### config.mk
export PLATFORM = sky130hd
export DESIGN_NAME = adx_adpcm_frame_decoder_top
export DESIGN_NICKNAME = d
export VERILOG_FILES = /design/src/adxd_pkg.sv /design/src/adx_adpcm_frame_decoder_top.sv /design/src/adxd_ram.sv /design/src/adxd_dec.sv /design/src/adxd_ofifo.sv
export SDC_FILE = /design/constraint.sdc
export NUM_CORES = 2
export LEC_CHECK = 0
export BUFFER_PORTS_ARGS = -buffer_cell sky130_fd_sc_hd__clkbuf_2
export CORE_MARGIN = 8
export CORE_UTILIZATION = 35
export CTS_BUF_LIST = sky130_fd_sc_hd__clkbuf_4
export DETAILED_ROUTE_END_ITERATION = 16
export PLACE_DENSITY = 0.53
export SLEW_MARGIN = 20
export SYNTH_ARGS = -nofsm -noshare
export SYNTH_HDL_FRONTEND = slang
export SYNTH_SLANG_ARGS = --single-unit
### constraint.sdc
create_clock -name clk -period 22.3 [get_ports clk]
set_input_delay 1.115 -clock clk [delete_from_list [all_inputs] [get_ports clk]]
set_output_delay 1.115 -clock clk [all_outputs]
set_load 0.1 [all_outputs]
### src/adxd_pkg.sv
// Shared types, register indexes and constants of the ADX ADPCM frame decoder.
package adxd_pkg;

  localparam int unsigned SAMPLES_PER_FRAME = 32;
  localparam int unsigned FRAME_BYTES       = 18;
  localparam int unsigned OUT_DEPTH         = 8;
  localparam int unsigned COEF_SHIFT        = 12;
  localparam int unsigned CFG_IDX_W         = 3;
  localparam int unsigned CFG_DATA_W        = 16;
  localparam logic [14:0] KEY_MASK          = 15'h7FFF;

  localparam logic [CFG_IDX_W-1:0] CFG_COEFF_ONE     = 3'd0;
  localparam logic [CFG_IDX_W-1:0] CFG_COEFF_TWO     = 3'd1;
  localparam logic [CFG_IDX_W-1:0] CFG_CHANNEL_COUNT = 3'd2;
  localparam logic [CFG_IDX_W-1:0] CFG_SCRAMBLE_ON   = 3'd3;
  localparam logic [CFG_IDX_W-1:0] CFG_KEY_START     = 3'd4;
  localparam logic [CFG_IDX_W-1:0] CFG_KEY_MULT      = 3'd5;
  localparam logic [CFG_IDX_W-1:0] CFG_KEY_ADD       = 3'd6;

  typedef struct packed {
    logic [7:0] data_byte;
    logic       stream_start;
  } in_t;

  typedef struct packed {
    logic signed [31:0] sample;
    logic               channel;
    logic               last;
  } out_t;

  // Control of the sample unit for one cycle.
  typedef struct packed {
    logic       clr;   // clear both predictor sets
    logic       mul;   // form the products for the next sample
    logic       fin;   // finish the sample and update the predictors
    logic       ch;    // predictor set
    logic [3:0] code;  // signed 4-bit code
  } dec_ctl_t;

endpackage

### src/adx_adpcm_frame_decoder_top.sv
// ADX ADPCM frame decoder: byte intake, frame sequencing, key, left-sample RAM.
// A data byte holds two samples, each set by the predictor recurrence (registered
// multiply, then add and shift) in the sample unit. An accepted byte waits in the hold
// register until taken; its products are registered, then its results go to the result
// queue or RAM. A new byte is taken while results wait, given room for its four results.
// Reset (synchronous) clears predictors, key, scale, frame position, channel and queue;
// the left-sample RAM is not cleared and holds no data until a left frame writes it.
module adx_adpcm_frame_decoder_top #(
  parameter int unsigned OUT_DEPTH = adxd_pkg::OUT_DEPTH
) (
  input  logic                                clk,
  input  logic                                rst,
  input  logic                                src_valid,
  output logic                                src_stall,
  input  adxd_pkg::in_t                       src_data,
  output logic                                res_valid,
  input  logic                                res_stall,
  output adxd_pkg::out_t                      res_data,
  input  logic                                cfg_we,
  input  logic [adxd_pkg::CFG_IDX_W-1:0]      cfg_index,
  input  logic [adxd_pkg::CFG_DATA_W-1:0]     cfg_data
);

  localparam int unsigned BUF_AW = $clog2(adxd_pkg::SAMPLES_PER_FRAME);
  localparam int unsigned CNT_W  = $clog2(OUT_DEPTH) + 1;
  localparam int unsigned ROOM   = OUT_DEPTH - 4;
  localparam logic [4:0]  LAST_POS = 5'(adxd_pkg::FRAME_BYTES - 1);

  localparam logic [1:0] STEP_M0 = 2'd0;
  localparam logic [1:0] STEP_S0 = 2'd1;
  localparam logic [1:0] STEP_M1 = 2'd2;
  localparam logic [1:0] STEP_S1 = 2'd3;

  localparam logic [1:0] MODE_MONO  = 2'd0;
  localparam logic [1:0] MODE_LEFT  = 2'd1;
  localparam logic [1:0] MODE_RIGHT = 2'd2;

  // configuration
  logic signed [15:0] coeff_one;
  logic signed [15:0] coeff_two;
  logic [1:0]         channel_count;
  logic               scramble_on;
  logic [15:0]        key_start;
  logic [15:0]        key_mult;
  logic [15:0]        key_add;

  // intake and frame state
  adxd_pkg::in_t      hold;
  logic               hold_valid;
  logic [4:0]         pos;
  logic               cur_ch;
  logic [15:0]        key_now;
  logic [16:0]        scale_now;
  logic [7:0]         scale_hi;

  // engine
  logic               busy;
  logic [1:0]         step;
  logic [1:0]         mode;
  logic               chsel;
  logic [7:0]         dbyte;
  logic [BUF_AW-1:0]  idx;

  logic               take;
  logic               room_ok;
  logic               engine_free;
  logic [1:0]         push_now;
  logic [CNT_W:0]     fill_after;
  logic [CNT_W-1:0]   q_count;

  logic               start;
  logic [4:0]         pos_eff;
  logic               ch_eff;
  logic [15:0]        key_eff;
  logic [15:0]        key_use;
  logic               stereo;
  logic [4:0]         pos_m2;
  logic [31:0]        key_prod;
  logic [15:0]        key_step;
  logic [4:0]         pos_next;

  logic               fin_step;
  logic               ram_we;
  logic [BUF_AW-1:0]  ram_waddr;
  logic [BUF_AW-1:0]  ram_raddr;
  logic [31:0]        ram_rdata;
  logic signed [31:0] dec_sample;
  adxd_pkg::dec_ctl_t dec_ctl;
  logic               push0;
  logic               push1;
  adxd_pkg::out_t     din0;
  adxd_pkg::out_t     din1;

  // ---------------------------------------------------------------------------
  // configuration writes
  always_ff @(posedge clk) begin
    if (rst) begin
      coeff_one     <= '0;
      coeff_two     <= '0;
      channel_count <= 2'd1;
      scramble_on   <= 1'b0;
      key_start     <= '0;
      key_mult      <= '0;
      key_add       <= '0;
    end else if (cfg_we) begin
      unique case (cfg_index)
        adxd_pkg::CFG_COEFF_ONE:     coeff_one     <= cfg_data;
        adxd_pkg::CFG_COEFF_TWO:     coeff_two     <= cfg_data;
        adxd_pkg::CFG_CHANNEL_COUNT: channel_count <= cfg_data[1:0];
        adxd_pkg::CFG_SCRAMBLE_ON:   scramble_on   <= cfg_data[0];
        adxd_pkg::CFG_KEY_START:     key_start     <= cfg_data;
        adxd_pkg::CFG_KEY_MULT:      key_mult      <= cfg_data;
        adxd_pkg::CFG_KEY_ADD:       key_add       <= cfg_data;
        default: ;
      endcase
    end
  end

  // ---------------------------------------------------------------------------
  // intake: a request waits in the hold register until the engine takes it
  assign fin_step    = busy && (step == STEP_S0 || step == STEP_S1);
  assign engine_free = !busy || (step == STEP_S1);

  always_comb begin
    push_now = 2'd0;
    if (fin_step) begin
      unique case (mode)
        MODE_MONO:  push_now = 2'd1;
        MODE_RIGHT: push_now = 2'd2;
        default:    push_now = 2'd0;
      endcase
    end
  end

  // Leave room for all four results of the next byte.
  assign fill_after = (CNT_W+1)'(q_count) + (CNT_W+1)'(push_now);
  assign room_ok    = fill_after <= (CNT_W+1)'(ROOM);
  assign take       = hold_valid && engine_free && room_ok;
  assign src_stall  = hold_valid && !take;

  always_ff @(posedge clk) begin
    if (src_valid && !src_stall) begin
      hold <= src_data;
    end
  end

  // ---------------------------------------------------------------------------
  // frame sequencing for the byte being taken
  assign start    = hold.stream_start;
  assign stereo   = channel_count[1];
  assign pos_eff  = start ? 5'd0 : pos;
  assign ch_eff   = start ? 1'b0 : cur_ch;
  assign key_eff  = start ? (scramble_on ? key_start : 16'd0) : key_now;
  assign key_use  = scramble_on ? key_eff : 16'd0;
  assign pos_m2   = pos_eff - 5'd2;
  assign key_prod = key_eff * key_mult;
  assign key_step = {1'b0, key_prod[14:0] + key_add[14:0]} & {1'b0, adxd_pkg::KEY_MASK};
  assign pos_next = (pos_eff == LAST_POS) ? 5'd0 : pos_eff + 5'd1;

  always_ff @(posedge clk) begin
    if (rst) begin
      hold_valid <= 1'b0;
      pos        <= '0;
      cur_ch     <= 1'b0;
      key_now    <= '0;
      scale_now  <= '0;
      scale_hi   <= '0;
      busy       <= 1'b0;
      step       <= STEP_M0;
      mode       <= MODE_MONO;
    end else begin
      hold_valid <= (src_valid && !src_stall) || (hold_valid && !take);

      // start the engine on a data byte, else advance it; a byte taken at the
      // last step restarts it
      if (take && pos_eff > 5'd1) begin
        busy <= 1'b1;
        step <= STEP_M0;
      end else if (busy) begin
        step <= step + 2'd1;
        if (step == STEP_S1) begin
          busy <= 1'b0;
        end
      end

      if (take) begin
        pos <= pos_next;
        if (pos_eff == LAST_POS) begin
          cur_ch  <= stereo ? !ch_eff : 1'b0;
          key_now <= scramble_on ? key_step : key_eff;
        end else begin
          cur_ch  <= ch_eff;
          key_now <= key_eff;
        end

        priority if (pos_eff == 5'd0) begin
          scale_hi <= hold.data_byte;
        end else if (pos_eff == 5'd1) begin
          scale_now <= {1'b0, {scale_hi, hold.data_byte} ^ key_use} + 17'd1;
        end else begin
          if (!stereo) begin
            mode <= MODE_MONO;
          end else if (!ch_eff) begin
            mode <= MODE_LEFT;
          end else begin
            mode <= MODE_RIGHT;
          end
        end
      end
    end
  end

  always_ff @(posedge clk) begin
    if (take) begin
      dbyte <= hold.data_byte;
      chsel <= stereo && ch_eff;
      idx   <= BUF_AW'({pos_m2, 1'b0});
    end
  end

  // ---------------------------------------------------------------------------
  // sample unit
  always_comb begin
    dec_ctl      = '0;
    dec_ctl.clr  = take && start;
    dec_ctl.mul  = busy && (step == STEP_M0 || step == STEP_M1);
    dec_ctl.fin  = fin_step;
    dec_ctl.ch   = chsel;
    dec_ctl.code = (step == STEP_M0) ? dbyte[7:4] : dbyte[3:0];
  end

  adxd_dec u_dec (
    .clk       (clk),
    .rst       (rst),
    .ctl       (dec_ctl),
    .coeff_one (coeff_one),
    .coeff_two (coeff_two),
    .scale     (scale_now),
    .sample    (dec_sample)
  );

  // ---------------------------------------------------------------------------
  // left-sample RAM: left frames write, right frames read in the cycle before the data is used
  assign ram_raddr = (step == STEP_M0) ? idx : (idx | BUF_AW'(1));
  assign ram_waddr = (step == STEP_S0) ? idx : (idx | BUF_AW'(1));
  assign ram_we    = fin_step && (mode == MODE_LEFT);

  adxd_ram #(
    .WIDTH (32),
    .DEPTH (adxd_pkg::SAMPLES_PER_FRAME)
  ) u_left_ram (
    .clk   (clk),
    .we    (ram_we),
    .waddr (ram_waddr),
    .wdata (dec_sample),
    .raddr (ram_raddr),
    .rdata (ram_rdata)
  );

  // ---------------------------------------------------------------------------
  // result queue
  always_comb begin
    push0        = fin_step && (mode == MODE_MONO || mode == MODE_RIGHT);
    push1        = fin_step && (mode == MODE_RIGHT);
    din0         = '0;
    din1         = '0;
    din1.sample  = dec_sample;
    din1.channel = 1'b1;
    din1.last    = (step == STEP_S1);
    if (mode == MODE_RIGHT) begin
      din0.sample  = ram_rdata;
      din0.channel = 1'b0;
      din0.last    = 1'b0;
    end else begin
      din0.sample  = dec_sample;
      din0.channel = 1'b0;
      din0.last    = (step == STEP_S1);
    end
  end

  adxd_ofifo #(
    .DEPTH (OUT_DEPTH)
  ) u_ofifo (
    .clk   (clk),
    .rst   (rst),
    .push0 (push0),
    .push1 (push1),
    .din0  (din0),
    .din1  (din1),
    .valid (res_valid),
    .stall (res_stall),
    .dout  (res_data),
    .count (q_count)
  );

  // ---------------------------------------------------------------------------
  a_queue_no_overflow: assert property (@(posedge clk) disable iff (rst)
    (q_count + CNT_W'(push_now)) <= CNT_W'(OUT_DEPTH))
    else $error("result queue overflow");

  a_sample_pairing: assert property (@(posedge clk) disable iff (rst)
    (busy && step == STEP_M0) |=> (busy && step == STEP_S0))
    else $error("sample step did not follow its product step");

  a_left_silent: assert property (@(posedge clk) disable iff (rst)
    (busy && mode == MODE_LEFT) |-> !push0)
    else $error("left frame produced a result");

  a_last_at_end: assert property (@(posedge clk) disable iff (rst)
    (push0 && (din0.last || (push1 && din1.last))) |-> (step == STEP_S1))
    else $error("final result flagged before the second sample");

endmodule

### src/adxd_ram.sv
// Generic single-write, single-read RAM with registered read data.
module adxd_ram #(
  parameter int unsigned WIDTH = 32,
  parameter int unsigned DEPTH = 32
) (
  input  logic                     clk,
  input  logic                     we,
  input  logic [$clog2(DEPTH)-1:0] waddr,
  input  logic [WIDTH-1:0]         wdata,
  input  logic [$clog2(DEPTH)-1:0] raddr,
  output logic [WIDTH-1:0]         rdata
);

  logic [WIDTH-1:0] mem [DEPTH];

  always_ff @(posedge clk) begin
    if (we) begin
      mem[waddr] <= wdata;
    end
    rdata <= mem[raddr];
  end

endmodule

### src/adxd_dec.sv
// Sample unit: predictor registers and the multiply/accumulate step with registered products.
module adxd_dec (
  input  logic                clk,
  input  logic                rst,
  input  adxd_pkg::dec_ctl_t  ctl,
  input  logic signed [15:0]  coeff_one,
  input  logic signed [15:0]  coeff_two,
  input  logic [16:0]         scale,
  output logic signed [31:0]  sample
);

  logic signed [31:0] prev_newer [2];
  logic signed [31:0] prev_older [2];

  logic signed [47:0] p1_full;
  logic signed [47:0] p2_full;
  logic signed [21:0] p3_full;
  logic signed [31:0] p1;
  logic signed [31:0] p2;
  logic signed [31:0] p3;
  logic signed [31:0] pred_sum;
  logic signed [31:0] pred;

  assign p1_full = coeff_one * prev_newer[ctl.ch];
  assign p2_full = coeff_two * prev_older[ctl.ch];
  assign p3_full = $signed(ctl.code) * $signed({1'b0, scale});

  // Products are registered; the sum and shift finish in the next cycle.
  always_ff @(posedge clk) begin
    if (ctl.mul) begin
      p1 <= p1_full[31:0];
      p2 <= p2_full[31:0];
      p3 <= {{10{p3_full[21]}}, p3_full};
    end
  end

  assign pred_sum = p1 + p2;
  assign pred     = pred_sum >>> adxd_pkg::COEF_SHIFT;
  assign sample   = p3 + pred;

  always_ff @(posedge clk) begin
    if (rst) begin
      prev_newer[0] <= '0;
      prev_newer[1] <= '0;
      prev_older[0] <= '0;
      prev_older[1] <= '0;
    end else if (ctl.clr) begin
      // Stream start wins over a sample finishing in the same cycle.
      prev_newer[0] <= '0;
      prev_newer[1] <= '0;
      prev_older[0] <= '0;
      prev_older[1] <= '0;
    end else if (ctl.fin) begin
      prev_older[ctl.ch] <= prev_newer[ctl.ch];
      prev_newer[ctl.ch] <= sample;
    end
  end

endmodule

### src/adxd_ofifo.sv
// Result queue: up to two writes and one read per cycle.
module adxd_ofifo #(
  parameter int unsigned DEPTH = 8
) (
  input  logic                       clk,
  input  logic                       rst,
  input  logic                       push0,
  input  logic                       push1,
  input  adxd_pkg::out_t             din0,
  input  adxd_pkg::out_t             din1,
  output logic                       valid,
  input  logic                       stall,
  output adxd_pkg::out_t             dout,
  output logic [$clog2(DEPTH):0]     count
);

  localparam int unsigned AW = $clog2(DEPTH);

  adxd_pkg::out_t   mem [DEPTH];
  logic [AW-1:0]    wptr;
  logic [AW-1:0]    rptr;
  logic [AW-1:0]    wptr_inc;
  logic             pop;
  logic [1:0]       n_push;

  assign valid    = (count != '0);
  assign dout     = mem[rptr];
  assign pop      = valid && !stall;
  assign wptr_inc = wptr + AW'(1);
  assign n_push   = {1'b0, push0} + {1'b0, push1};

  always_ff @(posedge clk) begin
    if (push0) begin
      mem[wptr] <= din0;
    end
    if (push1) begin
      mem[wptr_inc] <= din1;
    end
  end

  always_ff @(posedge clk) begin
    if (rst) begin
      wptr  <= '0;
      rptr  <= '0;
      count <= '0;
    end else begin
      wptr  <= wptr + AW'(n_push);
      if (pop) begin
        rptr <= rptr + AW'(1);
      end
      count <= count + (AW+1)'(n_push) - (AW+1)'(pop);
    end
  end

endmodule
### Yosys cells after proc, flatten, opt, wreduce, memory -nomap -nowiden

Memory sizes are Yosys's and may differ from the RTL's. A register that Yosys moved wholly into a read port is not among the register bits.
Index checks and enable logic that the tools add are counted.

| storage, ports and cells | value |
|---|---|
| memory bits (writable) | 1424 |
| register bits after elaboration | 253 |
| input bits | 33 |
| word-level logic and storage cells | 162 |
| memories kept | 4 |
| output and inout port bits | 36 |

| operators by class | value |
|---|---|
| bitwise logic cells | 7 |
| mux-type cells | 50 |
| eq/ne operators | 13 |
| reductions and logical operators | 41 |
| multiply operators | 4 |
| add/subtract/negate cells | 14 |
| magnitude comparators | 2 |

Memories:

| memory | words | width | read ports | clocked after Yosys merged registers in | wr ports | RTL line | text |
|---|---|---|---|---|---|---|---|
| u_left_ram.mem | 32 | 32 | 1 | 1 | 1 | adxd_ram.sv:14 | `logic [WIDTH-1:0] mem [DEPTH];` |
| u_ofifo.mem | 8 | 34 | 1 | 1 | 2 | adxd_ofifo.sv:19 | `adxd_pkg::out_t mem [DEPTH];` |
| u_dec.prev_newer | 2 | 32 | 1 | 1 | 2 | adxd_dec.sv:12 | `logic signed [31:0] prev_newer [2];` |
| u_dec.prev_older | 2 | 32 | 1 | 1 | 2 | adxd_dec.sv:13 | `logic signed [31:0] prev_older [2];` |

Operators by type and width:

| kind | count |
|---|---|
| two-way mux 32 bit | 6 |
| two-way mux 16 bit | 5 |
| multiplier 16 x 32 -> 32 bit | 2 |
| OR reduction 32 bit | 2 |
| two-way mux 34 bit | 1 |
| adder 32 bit | 1 |
| two-way mux 1 bit | 29 |
| adder 22 x 20 -> 23 bit | 1 |
| multiplier 4 x 18 -> 22 bit | 1 |
| adder 16 x 1 -> 17 bit (second input constant) | 1 |
| multiplier 16 x 16 -> 15 bit | 1 |
| AND reduction 2 bit | 8 |
| bitwise XOR 16 bit | 1 |
| adder 15 bit | 1 |
| logical AND 1 bit | 13 |
| two-way mux 5 bit | 2 |
| equality test 3 bit (second input constant) | 3 |
| adder 3 x 1 -> 3 bit (second input constant) | 2 |
| equality test 2 bit (second input constant) | 3 |
| equality test 3 x 2 -> 1 bit (second input constant) | 2 |
| two-way mux 2 bit | 3 |
| two-way mux 3 bit | 2 |
| AND reduction 3 bit | 2 |
| adder 4 x 2 -> 5 bit | 1 |
| other kinds (24) | 38 |

### Logic depth before layout (Yosys ltp)

| depth | value |
|---|---|
| depth in word-level cells | 13 |
| gate-level depth with buffers | 28 |
| gate-level depth less buffers | 23 |

### Cells and area by module

From an unflattened synthesis, not the netlist that was laid out.

| unflattened totals | value |
|---|---|
| cell total of the unflattened synthesis | 7972 |
| area, all modules | 99784.5 um^2 |

Modules (own cells, without submodules):

| module | times used | area an instance (um^2) | cells each |
|---|---|---|---|
| adxd_ram | 1 | 40491.3 | 2260 |
| adxd_dec | 1 | 33639.8 | 3555 |
| adxd_ofifo | 1 | 14153.6 | 783 |
| adx_adpcm_frame_decoder_top | 1 | 11499.8 | 1374 |

### Least setup slack after synthesis

Ideal clock, no wire load.

| timing | value |
|---|---|
| kind | flip-flop to flip-flop |
| from | register (tool-made name) |
| to | register u_dec.p1[25] (data pin) |
| data arrival time | 7019 ps |
| path slack | 15022 ps |
| stages on the path, launching flop included | 26 |
| buffers on the path | 5 |
| data required time | 22040 ps |
| path through | dfxtp_1 -> clkbuf_1 -> buf_2 -> buf_1 -> buf_2 -> mux2_2 -> clkbuf_1 -> nand2_1 -> fa_1 -> fa_1 -> fa_1 -> inv_1 -> fa_1 -> fa_1 -> inv_1 -> fa_1 -> inv_1 -> ha_1 -> a21o_1 -> a21oi_1 -> and2_1 -> a21boi_1 -> o41a_1 -> a2111oi_0 -> nor3_1 -> xnor2_1 |

RTL lines:

| item | RTL line | text |
|---|---|---|
| to (signal assigned) | adxd_dec.sv:31 | `p1 <= p1_full[31:0];` |
| to (decl) | adxd_dec.sv:18 | `logic signed [31:0] p1;` |

==> impl_metrics.tcl <==
set metrics [dict create \
    cts.sinks 1306 \
    critPathBufInv 4 \
    pre_cts_ws_ns 14.77 \
    p_per_area_mw_per_mm2 66.0 \
    p_leak_nw 36.0 \
    overflow 0 \
    cpMaxStageDelayCell "dfxtp_4" \
    critPathArrivalTime_ns 8.50 \
    synth-seq-cells 1306 \
    synth_cell_type_count 81 \
    path_cells "mux2_2, and2_1, fa_1, inv_1, fa_1, fa_1, inv_1, fa_1, fa_1, inv_1, fa_1, inv_1, ha_1, a211oi_1, o21ai_0, o21ai_0, a21boi_0, o31a_1, nor3_1, a211oi_1, a21oi_1, xnor2_1" \
    postRouteAntennaNets 0 \
    layout_commonest_cell "edfxtp_1" \
    cp_max_fo 63 \
    syn_to_final_growth_pct 10.8 \
    grt_max_degree 137 \
    slew_violations 0 \
    hold_class "in2reg" \
    io_buffer_count 68 \
    rsz0062_at_grt "false" \
    power.total_mw 6.05 \
    status "finished, final reports clean" \
    startpoint_type "flop" \
    fmax_mhz 133 \
    syn_area_per_cell_um2 12.3 \
    post-route-min-period_ns 7.54 \
    drc 0 \
    htree_levels 5 \
    clkTransAtPathRegs_ns 0.06 \
    yosys_warnings 0 \
    async_reset_ff_share_pct 0 \
    rows 178 \
    dr.pass1.iters 6 \
    drtIter0Drc 4361 \
    tightestPinTransition_ns 1.14 \
    path_class "reg2reg" \
    nets 8033 \
    cts_tree "done" \
    synth_edf_count 1128 \
    io_pins 69 \
    critPathRequiredTime_ns 23.26 \
    drt_wl_total_um 234000 \
    max_slew_margin_pct 23.5 \
    maxCapViolCount 0 \
    antenna_found_initial 11 \
    critical_path.max_stage_delay_ns 0.99 \
    via_per_inst 5.13 \
    initial_core_util_pct 35.2 \
    fin_setup_tns_ns 0 \
    endpoint_kind "flop" \
    setup_viol 0 \
    skew_ns 0.151 \
    cts_buffers 365 \
    grt_pass1_wl_um 354000 \
    die_w_um 502 \
    final_cell_mix "1128 x edfxtp_1, 906 x inv_1, 768 x nand2_1" \
    die-area_mm2 0.252 \
    grt_pass1_vias 55500 \
    crit_top_cell "fa_1" \
    synth_area_mm2 0.0827 \
    syn_inst 6721 \
    place.gp.congestion 0.868 \
    final_hold_viol_count 0 \
    root_buffer "clkbuf_4" \
    die_h_um 502 \
    syn-num-nets 7805 \
    clockBufferDepth 4 \
    insertion_delay_ns 1.39 \
    grt_usage_pct 18.5 \
    dp_hpwl_um 160000 \
    period_share_pct 33.8 \
    cts_resized 0 \
    max-vdd-ir-drop_uv 57.7 \
    seq_area_frac_synth_pct 45.2 \
    fin_ws_ns 14.76 \
    vias 53100 \
    crit_family "adder cells" \
    drive_gt1_share_pct 16.6 \
    drt-wirelength-per-cell_um 22.6 \
    ys.flop_type "edfxtp_1" \
    core_mm2 0.235 \
]
## cell families after synthesis
family / after synthesis / share of synthesized area (%)
compound gates: 757 / 6.17
xor+xnor: 211 / 2.32
fa+ha+maj: 1051 / 22.3
buf+inv: 1266 / 5.82
flops: 1306 / 45.2
mux: 341 / 7.77
simple gates: 1789 / 10.4
## per-stage QoR
step	std cells	hold slack, ns	instance area, µm²	utilization (%)
floorplan	6721	0.418	82700	-
finish	10400	0.163	91700	39.0
detailed placement	9717	0.436	87100	37.0
CTS	10300	0.00390	91600	39.0
global route	10300	0.0662	91700	39.0
global placement	9717	0.431	87100	37.0
## flip-flops by register name (all words and copies together), names as in the netlist, 3 cells and up, named ones only
register and cells:
u_dec.p2 32, u_dec.p1 32, idx 4, key_start 16, scale_hi 8, u_dec.prev_newer 46
u_left_ram.rdata 23, u_ofifo.count 4, key_mult 15, pos 5, key_add 15, dbyte 8
key_now 16, u_left_ram.mem 736, u_ofifo.rptr 3, u_ofifo.mem 200, scale_now 17, coeff_one 16
u_dec.prev_older 46, hold 8, u_ofifo.wptr 3, u_dec.p3 22, coeff_two 16
## layout make-up
type / count / area [µm²]
Inverter: 906 / 3400
Sequential cell: 1306 / 37400
Multi-Input combinational cell: 4149 / 40900
Clock buffer: 539 / 4050
Tap cell: 3150 / 3940
Antenna cell: 12 / 30.0
Fill cell: 22600 / 143000
Timing Repair Buffer: 221 / 1570
Clock inverter: 68 / 307
## cells in the mapped netlist, drive strengths merged (70+ instances only)
| cell type | n | area (µm²) |
|---|---|---|
| clkbuf | 289 | 1090 |
| a22oi | 93 | 698 |
| nor3 | 92 | 465 |
| dfxtp | 178 | 3560 |
| mux2 | 72 | 811 |
| nor2b | 70 | 438 |
| inv | 906 | 3400 |
| mux4 | 234 | 5270 |
| nor2 | 230 | 863 |
| and2 | 402 | 2510 |
| a21oi | 201 | 1010 |
| fa | 707 | 14200 |
| buf | 71 | 325 |
| edfxtp | 1128 | 33900 |
| xnor2 | 150 | 1310 |
| ha | 344 | 4300 |
| o21ai | 122 | 614 |
| nand2 | 779 | 2930 |
| a22o | 137 | 1200 |
## timing repair
| action | in CTS | in global routing |
|---|---|---|
| endpoints found under the setup margin | 0 | 0 |
| setup buffers | 0 | 0 |
| endpoints found under the hold margin | 15 | 0 |
| hold buffers | 14 | 0 |
## tightest hold or removal path: stages
cell and delay (ns):
clkbuf_2 0.12, nand2_1 0.06, a21oi_1 0.05
## per-layer routing
layer  GRT usage [%]  part of all wire [%]  vias to the layer above
met3            3.78                   6.9                      337
met4            5.05                   2.4                        6
met1            25.7                    44                    27400
met5               0                 0.017                        -
met2            29.6                    46                     1795
li1                -                     -                    23500
## power breakdown
group          internal, mW  leakage [nW]  switching [mW]
sequential             2.80          11.6          0.0639
combinational         0.345          21.7           0.749
clock                  1.11          2.64           0.994
total                  4.25          36.0            1.81
## final timing paths
path                            cells past startpoint  slack [ns]               from                end
worst min register to register                      2        0.45  u_ofifo.mem[6][1]  u_ofifo.mem[6][1]
worst min-delay path                                3        0.16       cfg_data[15]      coeff_two[15]
worst max register to register                     22       14.76               flop       u_dec.p2[31]
worst max-delay path                               22       14.76               flop       u_dec.p2[31]
Power figures use the tool's default switching activity.
